<file path="src/rtl/core/lpr_pkg.sv">
// Shared types and constants for the line pixel rasterizer.
package lpr_pkg;

    localparam int COORD_W = 6;
    localparam int SIZE_W  = 7;
    localparam int ERR_W   = 7;
    localparam logic [ERR_W-1:0] ERR_MAX = 7'd127;
    localparam logic [SIZE_W-1:0] SIZE_RESET = 7'd64;

    // Configuration register indexes
    localparam logic REG_WIDTH  = 1'b0;
    localparam logic REG_HEIGHT = 1'b1;

    typedef enum logic [1:0] {
        DIR_FLAT = 2'd0,
        DIR_DOWN = 2'd1,
        DIR_UP   = 2'd2
    } t_step_dir;

    typedef enum logic {
        ST_IDLE = 1'b0,
        ST_RUN  = 1'b1
    } t_state;

    // Controller to datapath
    typedef struct packed {
        logic load;
        logic step;
    } t_dp_cmd;

    // Datapath to controller
    typedef struct packed {
        logic fin;
        logic out_free;
    } t_dp_stat;

endpackage

</file>
<file path="src/rtl/core/lpr_ctrl.sv">
// Sequencer for the line pixel rasterizer: accepts a request, then steps pixels.
module lpr_ctrl
    import lpr_pkg::*;
(
    input  logic     i_clk,
    input  logic     i_rst_n,
    input  logic     i_in_valid,
    output logic     o_in_stall,
    input  t_dp_stat i_stat,
    output t_dp_cmd  o_cmd
);

    t_state r_state;
    t_state n_state;

    // Hold the state
    always_ff @(posedge i_clk) begin
        if (!i_rst_n) begin
            r_state <= ST_IDLE;
        end else begin
            r_state <= n_state;
        end
    end

    // Choose the next state
    always_comb begin
        n_state = r_state;
        case (r_state)
            ST_IDLE: begin
                if (i_in_valid) begin
                    n_state = ST_RUN;
                end
            end
            ST_RUN: begin
                if (i_stat.out_free && i_stat.fin) begin
                    n_state = ST_IDLE;
                end
            end
            default: n_state = ST_IDLE;
        endcase
    end

    // Drive commands and the input stall
    always_comb begin
        o_cmd.load = 1'b0;
        o_cmd.step = 1'b0;
        o_in_stall = 1'b1;
        case (r_state)
            ST_IDLE: begin
                o_in_stall = 1'b0;
                o_cmd.load = i_in_valid;
            end
            ST_RUN: begin
                o_cmd.step = i_stat.out_free;
            end
            default: begin
                o_in_stall = 1'b1;
            end
        endcase
    end

endmodule

</file>
<file path="src/rtl/core/lpr_datapath.sv">
// Line stepper datapath: request registers, error accumulator, clipping, output register.
module lpr_datapath
    import lpr_pkg::*;
(
    input  logic               i_clk,
    input  logic               i_rst_n,
    input  t_dp_cmd            i_cmd,
    output t_dp_stat           o_stat,
    input  logic               i_cfg_valid,
    input  logic               i_cfg_index,
    input  logic [SIZE_W-1:0]  i_cfg_data,
    input  logic [COORD_W-1:0] i_start_x,
    input  logic [COORD_W-1:0] i_start_y,
    input  logic [COORD_W-1:0] i_end_x,
    input  logic [COORD_W-1:0] i_end_y,
    input  logic               i_color,
    output logic               o_out_valid,
    input  logic               i_out_stall,
    output logic [COORD_W-1:0] o_pixel_x,
    output logic [COORD_W-1:0] o_pixel_y,
    output logic               o_pixel_value,
    output logic               o_write_enable,
    output logic               o_last
);

    logic [SIZE_W-1:0]  r_width;
    logic [SIZE_W-1:0]  r_height;
    logic [COORD_W-1:0] r_cur_x;
    logic [COORD_W-1:0] r_cur_y;
    logic [ERR_W-1:0]   r_err;
    logic [COORD_W-1:0] r_stop_x;
    logic [COORD_W-1:0] r_dx;
    logic [COORD_W-1:0] r_ady;
    t_step_dir          r_dir;
    logic               r_color;
    logic               r_empty;
    logic               r_out_valid;

    logic [COORD_W-1:0] n_cur_y;
    logic [ERR_W-1:0]   n_err;
    logic [ERR_W:0]     err_sum;
    logic [ERR_W:0]     err_sub;
    logic               fin;
    logic               in_bounds;

    // Configuration registers: the user must write them only while idle; not enforced
    always_ff @(posedge i_clk) begin
        if (!i_rst_n) begin
            r_width  <= SIZE_RESET;
            r_height <= SIZE_RESET;
        end else if (i_cfg_valid) begin
            case (i_cfg_index)
                REG_WIDTH:  r_width  <= i_cfg_data;
                REG_HEIGHT: r_height <= i_cfg_data;
                default:    r_width  <= r_width;
            endcase
        end
    end

    // Final pixel of the request and clip test for the current pixel
    assign fin = r_empty ||
                 (({1'b0, r_cur_x} + 7'd1) == {1'b0, r_stop_x});
    assign in_bounds = ({1'b0, r_cur_x} < r_width) && ({1'b0, r_cur_y} < r_height);

    // Accumulate the error, step the row once at most, saturate
    always_comb begin
        err_sum = {1'b0, r_err} + {2'b00, r_ady};
        err_sub = err_sum;
        n_cur_y = r_cur_y;
        if (err_sum >= {2'b00, r_dx}) begin
            err_sub = err_sum - {2'b00, r_dx};
            case (r_dir)
                DIR_DOWN: n_cur_y = r_cur_y + 6'd1;
                DIR_UP:   n_cur_y = r_cur_y - 6'd1;
                default:  n_cur_y = r_cur_y;
            endcase
        end
        if (err_sub > {1'b0, ERR_MAX}) begin
            n_err = ERR_MAX;
        end else begin
            n_err = err_sub[ERR_W-1:0];
        end
    end

    // Load a request or advance one column
    always_ff @(posedge i_clk) begin
        if (i_cmd.load) begin
            r_cur_x  <= i_start_x;
            r_cur_y  <= i_start_y;
            r_err    <= '0;
            r_stop_x <= i_end_x;
            r_dx     <= i_end_x - i_start_x;
            r_color  <= i_color;
            r_empty  <= (i_end_x <= i_start_x);
            if (i_end_y > i_start_y) begin
                r_ady <= i_end_y - i_start_y;
                r_dir <= DIR_DOWN;
            end else if (i_end_y < i_start_y) begin
                r_ady <= i_start_y - i_end_y;
                r_dir <= DIR_UP;
            end else begin
                r_ady <= '0;
                r_dir <= DIR_FLAT;
            end
        end else if (i_cmd.step) begin
            r_cur_x <= r_cur_x + 6'd1;
            r_cur_y <= n_cur_y;
            r_err   <= n_err;
        end
    end

    // Output register: fill on step, drop when taken
    always_ff @(posedge i_clk) begin
        if (!i_rst_n) begin
            r_out_valid <= 1'b0;
        end else if (i_cmd.step) begin
            r_out_valid <= 1'b1;
        end else if (!i_out_stall) begin
            r_out_valid <= 1'b0;
        end
    end

    always_ff @(posedge i_clk) begin
        if (i_cmd.step) begin
            o_pixel_x      <= r_cur_x;
            o_pixel_y      <= r_cur_y;
            o_pixel_value  <= r_color;
            o_write_enable <= in_bounds && !r_empty;
            o_last         <= fin;
        end
    end

    assign o_out_valid     = r_out_valid;
    assign o_stat.fin      = fin;
    assign o_stat.out_free = !r_out_valid || !i_out_stall;

endmodule

</file>
<file path="src/rtl/core/line_pixel_rasterizer.sv">
// Line pixel rasterizer top level: controller and stepper datapath.
//
// Input channel: i_in_valid / o_in_stall carries one line request (start
// point, exclusive end column, end row, color). A request is taken only
// while the block is idle; o_in_stall stays high while a line is stepped.
// Output channel: o_out_valid / i_out_stall carries one pixel per item, one
// for each column from start_x up to end_x - 1; o_last marks the final pixel.
// An empty line (end_x not above start_x) gives a single pixel with
// o_write_enable low and o_last high.
// Throughput: one pixel per cycle from the stepper while the receiver does
// not stall; the single error-accumulate-and-step unit sets this rate.
// When the receiver stalls, the output register holds its pixel and the
// stepper waits; the next request may be accepted while the final pixel
// still waits to be taken.
// Configuration: i_cfg_valid / o_cfg_ready writes buffer width (index 0)
// or height (index 1), used for clipping; write only while idle.
// Reset (synchronous, active low) returns to idle, empties the output
// register and sets width and height to 64.
module line_pixel_rasterizer
    import lpr_pkg::*;
(
    input  logic               i_clk,
    input  logic               i_rst_n,
    input  logic               i_cfg_valid,
    output logic               o_cfg_ready,
    input  logic               i_cfg_index,
    input  logic [SIZE_W-1:0]  i_cfg_data,
    input  logic               i_in_valid,
    output logic               o_in_stall,
    input  logic [COORD_W-1:0] i_start_x,
    input  logic [COORD_W-1:0] i_start_y,
    input  logic [COORD_W-1:0] i_end_x,
    input  logic [COORD_W-1:0] i_end_y,
    input  logic               i_color,
    output logic               o_out_valid,
    input  logic               i_out_stall,
    output logic [COORD_W-1:0] o_pixel_x,
    output logic [COORD_W-1:0] o_pixel_y,
    output logic               o_pixel_value,
    output logic               o_write_enable,
    output logic               o_last
);

    t_dp_cmd  dp_cmd;
    t_dp_stat dp_stat;

    assign o_cfg_ready = 1'b1;

    lpr_ctrl u_ctrl (
        .i_clk      (i_clk),
        .i_rst_n    (i_rst_n),
        .i_in_valid (i_in_valid),
        .o_in_stall (o_in_stall),
        .i_stat     (dp_stat),
        .o_cmd      (dp_cmd)
    );

    lpr_datapath u_datapath (
        .i_clk          (i_clk),
        .i_rst_n        (i_rst_n),
        .i_cmd          (dp_cmd),
        .o_stat         (dp_stat),
        .i_cfg_valid    (i_cfg_valid),
        .i_cfg_index    (i_cfg_index),
        .i_cfg_data     (i_cfg_data),
        .i_start_x      (i_start_x),
        .i_start_y      (i_start_y),
        .i_end_x        (i_end_x),
        .i_end_y        (i_end_y),
        .i_color        (i_color),
        .o_out_valid    (o_out_valid),
        .i_out_stall    (i_out_stall),
        .o_pixel_x      (o_pixel_x),
        .o_pixel_y      (o_pixel_y),
        .o_pixel_value  (o_pixel_value),
        .o_write_enable (o_write_enable),
        .o_last         (o_last)
    );

endmodule
</file>
<file path="config.mk">
export PLATFORM = sky130hd
export DESIGN_NAME = line_pixel_rasterizer
export DESIGN_NICKNAME = d
export VERILOG_FILES = /design/src/rtl/core/lpr_pkg.sv /design/src/rtl/core/lpr_ctrl.sv /design/src/rtl/core/lpr_datapath.sv /design/src/rtl/core/line_pixel_rasterizer.sv
export SDC_FILE = /design/constraint.sdc
export NUM_CORES = 1
export LEC_CHECK = 0
export BUFFER_PORTS_ARGS = -buffer_cell sky130_fd_sc_hd__buf_2
export CAP_MARGIN = 20
export CELL_PAD_IN_SITES_DETAIL_PLACEMENT = 1
export CELL_PAD_IN_SITES_GLOBAL_PLACEMENT = 1
export CORE_MARGIN = 5
export CORE_UTILIZATION = 43
export CTS_BUF_LIST = sky130_fd_sc_hd__clkbuf_8
export CTS_CLUSTER_SIZE = 12
export DETAILED_ROUTE_END_ITERATION = 10
export GPL_TIMING_DRIVEN = 0
export HOLD_SLACK_MARGIN = 0.12
export PLACE_DENSITY_LB_ADDON = 0.1
export SLEW_MARGIN = 20
export SYNTH_ARGS = -nofsm -noshare
export SYNTH_HDL_FRONTEND = slang
export SYNTH_SLANG_ARGS = --single-unit
</file>
<file path="constraint.sdc">
create_clock -name i_clk -period 2.9 [get_ports i_clk]
set_clock_uncertainty 0.1 [all_clocks]
set_input_delay 0.29 -clock i_clk [delete_from_list [all_inputs] [get_ports i_clk]]
set_output_delay 0.29 -clock i_clk [all_outputs]
set_load 0.05 [all_outputs]
</file>
## Word-level counts from Yosys, hierarchy flattened

Cells that the tools add are included.
W data, S select, Z words.

- Register bits after elaboration: 72
- Input bits: 38

- Add/sub/neg operators: 9
- $lt $le $gt $ge: 7
- Equal/unequal tests: 4
- Multiplexer cells: 19
- Bitwise gates (word level): 2
- Reductions and logical operators: 14

Operators by type and width:

| operator | count |
|---|---|
| $mux W6 | 7 |
| $sub A6 B6 Y6 | 3 |
| $lt A6 B7 Y1 | 2 |
| $add A6 B1 Y6 const B | 2 |
| $pmux W6 S2 | 1 |
| $add A7 B6 Y8 | 1 |
| $ge A8 B6 Y1 | 1 |
| $gt A8 B7 Y1 const B | 1 |
| $mux W8 | 1 |
| $sub A8 B6 Y8 | 1 |
| $add A6 B1 Y7 const B | 1 |
| $eq A7 B6 Y1 | 1 |
| $mux W1 | 7 |
| $mux W7 | 1 |
| $gt A6 B6 Y1 | 1 |
| $le A6 B6 Y1 | 1 |
| $lt A6 B6 Y1 | 1 |
| $sub A6 B1 Y6 const B | 1 |
| $reduce_and A2 Y1 | 2 |
| $reduce_bool A2 Y1 | 2 |
| $logic_and A1 B1 Y1 | 3 |
| $logic_not A1 Y1 | 3 |
| $reduce_and A3 Y1 | 1 |
| $reduce_bool A3 Y1 | 1 |
| other kinds (7) | 9 |

## Logic depth before layout (Yosys ltp)

- Depth in word-level cells: 6
- Depth in mapped cells: 14
- Gate-level depth less buffers: 14

## By module

Synthesis repeated with hierarchy kept, for this count alone.

- Cells, all modules: 445
- Area total of the unflattened synthesis: 4526.8 µm²

Modules (own cells, without submodules):

| module | instances | cells each | area an instance (µm²) |
|---|---|---|---|
| lpr_datapath | 1 | 438 | 4464.3 |
| lpr_ctrl | 1 | 5 | 51.3 |
| line_pixel_rasterizer | 1 | 2 | 11.3 |

## Worst setup path before layout

Ideal clock, no wire load.

- Path kind: reg-to-reg
- From: reg u_datapath.r_ady[0]
- To: reg u_datapath.r_cur_y[0] (enable)
- Setup time: 0.290 ns
- Arrival: 2.672 ns
- Data required time: 2.510 ns
- Slack: -0.163 ns
- Stages on the path, launching flop included: 15
- Period minus slack after synthesis: 3.063 ns
- Cell sequence: edfxtp_1 -> ha_1 -> inv_1 -> fa_1 -> nand2b_1 -> or2b_1 -> nand2_1 -> a21boi_0 -> ha_1 -> o21ai_0 -> o21bai_1 -> a21oi_2 -> nand4_4 -> nand3_1 -> nand2_1

- Longest elaborated chain between the ends: 4

Ends and longest elaborated chain:

| item | line | text |
|---|---|---|
| start: declaration | lpr_datapath.sv:33 | `logic [COORD_W-1:0] r_ady;` |
| start signal: assignment | lpr_datapath.sv:96 | `r_ady <= i_end_y - i_start_y;` |
| start signal: assignment | lpr_datapath.sv:99 | `r_ady <= i_start_y - i_end_y;` |
| $add A7 B6 Y8 | lpr_datapath.sv:67 | `err_sum = {1'b0, r_err} + {2'b00, r_ady};` |
| $ge A8 B6 Y1 | lpr_datapath.sv:70 | `if (err_sum >= {2'b00, r_dx}) begin` |
| $reduce_bool A2 Y1 (no source line) | -- |  |
| $reduce_and A3 Y1 (no source line) | -- |  |
| end signal: assignment | lpr_datapath.sv:89 | `r_cur_y <= i_start_y;` |
| end signal: assignment | lpr_datapath.sv:107 | `r_cur_y <= n_cur_y;` |
| end: declaration | lpr_datapath.sv:29 | `logic [COORD_W-1:0] r_cur_y;` |

No other way between the ends.
A chain may end at the register's enable or synchronous reset.

## Final worst setup path

- From: reg u_datapath.r_ady[0]
- To: reg u_datapath.r_err[5]

- Longest elaborated chain between the ends: 5
- Elaborated cells between the ends (all ways): 6
- Those cells by class: add/sub: 2; order compare: 2; mux: 2

Ends and longest elaborated chain:

| item | line | text |
|---|---|---|
| $add A7 B6 Y8 * | lpr_datapath.sv:67 |  |
| $sub A8 B6 Y8 or $ge A8 B6 Y1 (tied branches) | lpr_datapath.sv:71, lpr_datapath.sv:70 |  |
| $mux W8 * | lpr_datapath.sv:70 |  |
| $gt A8 B7 Y1 | lpr_datapath.sv:78 | `if (err_sub > {1'b0, ERR_MAX}) begin` |
| $mux W7 * | lpr_datapath.sv:78 |  |
| end signal: assignment | lpr_datapath.sv:108 | `r_err <= n_err;` |
| end: declaration | lpr_datapath.sv:30 | `logic [ERR_W-1:0] r_err;` |

Mark *: on every way between the ends. The rest lies on a longest branch, timed or not.

==> impl_metrics.sql <==
INSERT INTO impl_metrics (metric_group, metric, value, unit) VALUES
('timing', 'maxSlewHeadroom', '0.358', ''),
('timing', 'setup-violations-final', '13', ''),
('pwr', 'power.switching', '0.00183', 'W'),
('critical_path', 'critPathRequiredTime', '3.02', 'ns'),
('timing', 'finalMaxSlewViolations', '0', ''),
('drt', 'dr.pass1.iters', '5', ''),
('die', 'floorplan.die.width', '113', 'um'),
('pwr', 'clock_power_share', '0.208', ''),
('logic_synthesis', 'area_fraction_of_the_dominant_cell_type_after_synthesis', '0.324', ''),
('job', 'maximum_capacitance_violations', '0', ''),
('place', 'place.gp.congestion', '0.791', ''),
('logic_synthesis', 'compound_gate_fraction_of_synth_area', '0.181', ''),
('grt', 'grt_first_pass_wirelength', '19300', 'um'),
('logic_synthesis', 'postSynthCellCount', '455', ''),
('logic_synthesis', 'ys.warnings.count', '0', ''),
('logic_synthesis', 'synth_fa_ha_area_frac', '0.148', ''),
('critical_path', 'critical-path-slowest-cell', 'fa_2', ''),
('critical_path', 'setup.worst_path.class', 'register to register', ''),
('drt', 'via_count', '3513', ''),
('logic_synthesis', 'netlist_top_cells_area', 'edfxtp_1 (32%), ha_1 (12%), dfxtp_1 (10%)', ''),
('cells_and_area', 'finish.instance_area', '0.00555', 'sq mm'),
('critical_path', 'cpPeakStageDelay', '0.41', 'ns'),
('clock_network', 'clock_latency_of_the_later_clocked_register_in_the_worst_skew_pair', '0.35', 'ns'),
('critical_path', 'cp_num_cells', '14', ''),
('clock_network', 'ctsRootBufferMaster', 'clkbuf_8', ''),
('timing', 'fmax', '0.323', 'GHz'),
('logic_synthesis', 'post_synth_num_cell_types', '56', ''),
('logic_synthesis', 'largest_family_of_logic_cells_by_synthesized_area', 'compound AO/OA/AOI/OAI gates', ''),
('logic_synthesis', 'postSynthRegisterBits', '72', ''),
('logic_synthesis', 'synth-xor-area-share', '0.0521', ''),
('logic_synthesis', 'yosys.cell_count.top_type', 'inv_1', ''),
('timing', 'worst-slew-pin-transition', '0.962', 'ns'),
('cells_and_area', 'insertedDiodeCount', '0', ''),
('logic_synthesis', 'multiplexer_share_of_the_synthesized_area', '0.0182', ''),
('clock_network', 'cts_tree', 'built', ''),
('pwr', 'irDropWorstVdd', '0.445', 'mV'),
('die', 'placement_rows', '37', ''),
('critical_path', 'path_delay_family', 'simple AND/OR/NAND/NOR gates', ''),
('grt', 'global_route.overflow_total', '0', ''),
('timing', 'number_of_failing_hold_endpoints_at_the_final_stage', '0', ''),
('critical_path', 'crit_path_max_fanout', '8', ''),
('place', 'placedInstanceArea', '0.00502', 'sq mm'),
('grt', 'top_usage_layer', 'met2', ''),
('die', 'core_ar', '0.0103', 'sq mm'),
('grt', 'vias_in_the_first_global_route', '3884', ''),
('drt', 'drc_errors', '0', ''),
('timing', 'setup_slack_of_the_critical_path_after_layout', '-0.196', 'ns'),
('place', 'number_of_port_buffers', '52', ''),
('clock_network', 'ctsHtreeMaxLevel', '3', ''),
('grt', 'global_route.usage.total', '0.186', ''),
('grt', 'maximum_number_of_pins_on_one_net_before_global_route_repair', '23', ''),
('grt', 'grt_use_met2', '0.330', ''),
('clock_network', 'cts.reportedPaths.clkPinSlew', '0.09', 'ns'),
('logic_synthesis', 'portion_of_the_post_synthesis_area_used_by_sequential_elements', '0.425', ''),
('clock_network', 'cts.path.max_buffers', '2', ''),
('cells_and_area', 'utilization', '0.537', ''),
('timing', 'rsz_0062_raised_after_global_routing', 'true', ''),
('timing', 'finalWorstPathRequiredPeriod', '3.10', 'ns'),
('clock_network', 'cts_buffers', '9', ''),
('critical_path', 'worst_setup_path_start_kind', 'register', ''),
('critical_path', 'crit_path_cell_trace', 'ha_2 -> inv_2 -> fa_2 -> nand2b_4 -> or2b_1 -> nand2_2 -> a21boi_4 -> ha_4 -> buf_4 -> and4_1 -> nand3_2 -> nand4_4 -> mux2i_1 -> a21oi_2', ''),
('grt', 'grt.met1_usage', '0.237', ''),
('logic_synthesis', 'synth_area_per_inst', '9.98', 'sq um'),
('logic_synthesis', 'netlist_top_cells_count', 'inv_1 (57), edfxtp_1 (49), ha_1 (44)', ''),
('cells_and_area', 'layout-drive-gt1-share', '0.207', ''),
('grt', 'global_route.usage.met3', '0.0299', ''),
('logic_synthesis', 'syn-num-nets', '543', ''),
('status', 'violated_checks', 'negative setup slack', ''),
('logic_synthesis', 'mappedNetlistArea', '0.00454', 'sq mm'),
('pwr', 'internal_power', '0.00293', 'W'),
('status', 'result_of_the_run', 'finished with violations', '');
## kinds of logic (layout without fill, tap and decap cells)
group	Yosys count	count (layout)
buf+inv	66	156
mux	8	8
compound gates	122	122
fa+ha+maj	50	50
flops	72	72
simple gates	109	109
other cells	1	1
xor+xnor	27	27
## metrics by stage
step | setup TNS [ns] | hold WS, ns | instances | power [W] | setup WS, ns
floorplan | -0.0119 | 0.289 | 455 | 0.00300 | -0.0119
global placement | -3.91 | 0.319 | 643 | 0.00340 | -0.316
detailed placement | -4.65 | 0.337 | 644 | 0.00347 | -0.374
CTS | -1.96 | 0.121 | 679 | 0.00468 | -0.174
global route | -4.61 | 0.127 | 681 | 0.00510 | -0.375
finish | -2.36 | 0.131 | 681 | 0.00476 | -0.196
## worst register-to-register path, delay by kind of cell (launching register included)
kind,cells,cell delay (ns)
simple gates,6,0.91
fa+ha+maj,3,0.83
mux,1,0.35
flops,1,0.33
compound gates,2,0.27
buf+inv,2,0.18
## registers in the layout (all words and copies together) (netlist names)
signal / flops
u_datapath.r_err: 7
u_datapath.r_height: 7
u_datapath.r_width: 7
u_datapath.o_pixel_x: 6
u_datapath.o_pixel_y: 6
u_datapath.r_ady: 6
u_datapath.r_cur_x: 6
u_datapath.r_cur_y: 6
u_datapath.r_dx: 6
u_datapath.r_stop_x: 6
u_datapath.r_dir: 2
u_ctrl.r_state: 1
u_datapath.o_last: 1
u_datapath.o_out_valid: 1
u_datapath.o_pixel_value: 1
u_datapath.o_write_enable: 1
u_datapath.r_color: 1
u_datapath.r_empty: 1
## what timing repair did
item	CTS	global route
cloned	0	0
hold buffers	13	0
endpoints found under the setup margin	13	13
gates resized for setup	7	10
pin swaps	10	9
endpoints found under the hold margin	16	0
setup buffers	6	2
## power by group through the flow
stage | Clock [W] | Combinational, W | Sequential [W]
6_report | 0.000988 | 0.00238 | 0.00139
5_1_grt | 0.00106 | 0.00263 | 0.00141
4_1_cts | 0.00101 | 0.00227 | 0.00139
3_5_place_dp | 0 | 0.00206 | 0.00142
3_3_place_gp | 0 | 0.00199 | 0.00141
2_1_floorplan | 0 | 0.00154 | 0.00146
## metal layers
layer  part of all wire  wire (um)
met3              0.036        416
met5                  0          0
met1               0.46       5210
met4              0.012        142
met2               0.49       5640
## placed cells by master (no fill, tap or decap), types with 3 or more instances in the layout
cell | synthesis | final
nor2b_1 | 8 | 8
fa_1 | 6 | 4
a21oi_1 | 34 | 30
nand2_1 | 41 | 39
nor2_1 | 21 | 21
ha_1 | 44 | 42
nand3_1 | 15 | 13
a21oi_2 | 2 | 6
xnor2_1 | 14 | 13
a21boi_0 | 16 | 15
bufinv_16 | 0 | 3
inv_1 | 57 | 57
clkbuf_8 | 0 | 9
a31oi_1 | 4 | 4
o21bai_1 | 3 | 3
dfxtp_1 | 23 | 22
edfxtp_1 | 49 | 49
nor3_1 | 4 | 4
mux2i_1 | 6 | 6
nand2b_1 | 8 | 7
xor2_1 | 13 | 13
buf_2 | 0 | 52
o21a_1 | 3 | 3
o21ai_0 | 21 | 19
buf_4 | 1 | 8
dlygate4sd3_1 | 0 | 13
clkbuf_1 | 5 | 5
a21o_1 | 15 | 15
o21ai_1 | 2 | 3
## final cells by class
class                      instances  area [sq um]
sequential                        72          1930
clock buffer                       9           124
tap                              136           170
multi-input combinational        317          2450
buffer                             7          37.5
fill                            1153          4780
timing repair buffer              74           490
clock inverter                     7           120
inverter                          59           221
## final timing paths
check                                                          end                     startpoint
worst max-delay path              u_datapath.r_err[5]$_SDFFE_PP0P_  u_datapath.r_ady[0]$_DFFE_PP_
worst min-delay path            u_datapath.r_width[0]$_SDFFE_PN0P_                  i_cfg_data[0]
worst max register to register    u_datapath.r_err[5]$_SDFFE_PP0P_  u_datapath.r_ady[0]$_DFFE_PP_
worst min register to register  u_datapath.o_pixel_value$_DFFE_PP_   u_datapath.r_color$_DFFE_PP_
(Power assumes the default switching activity.)
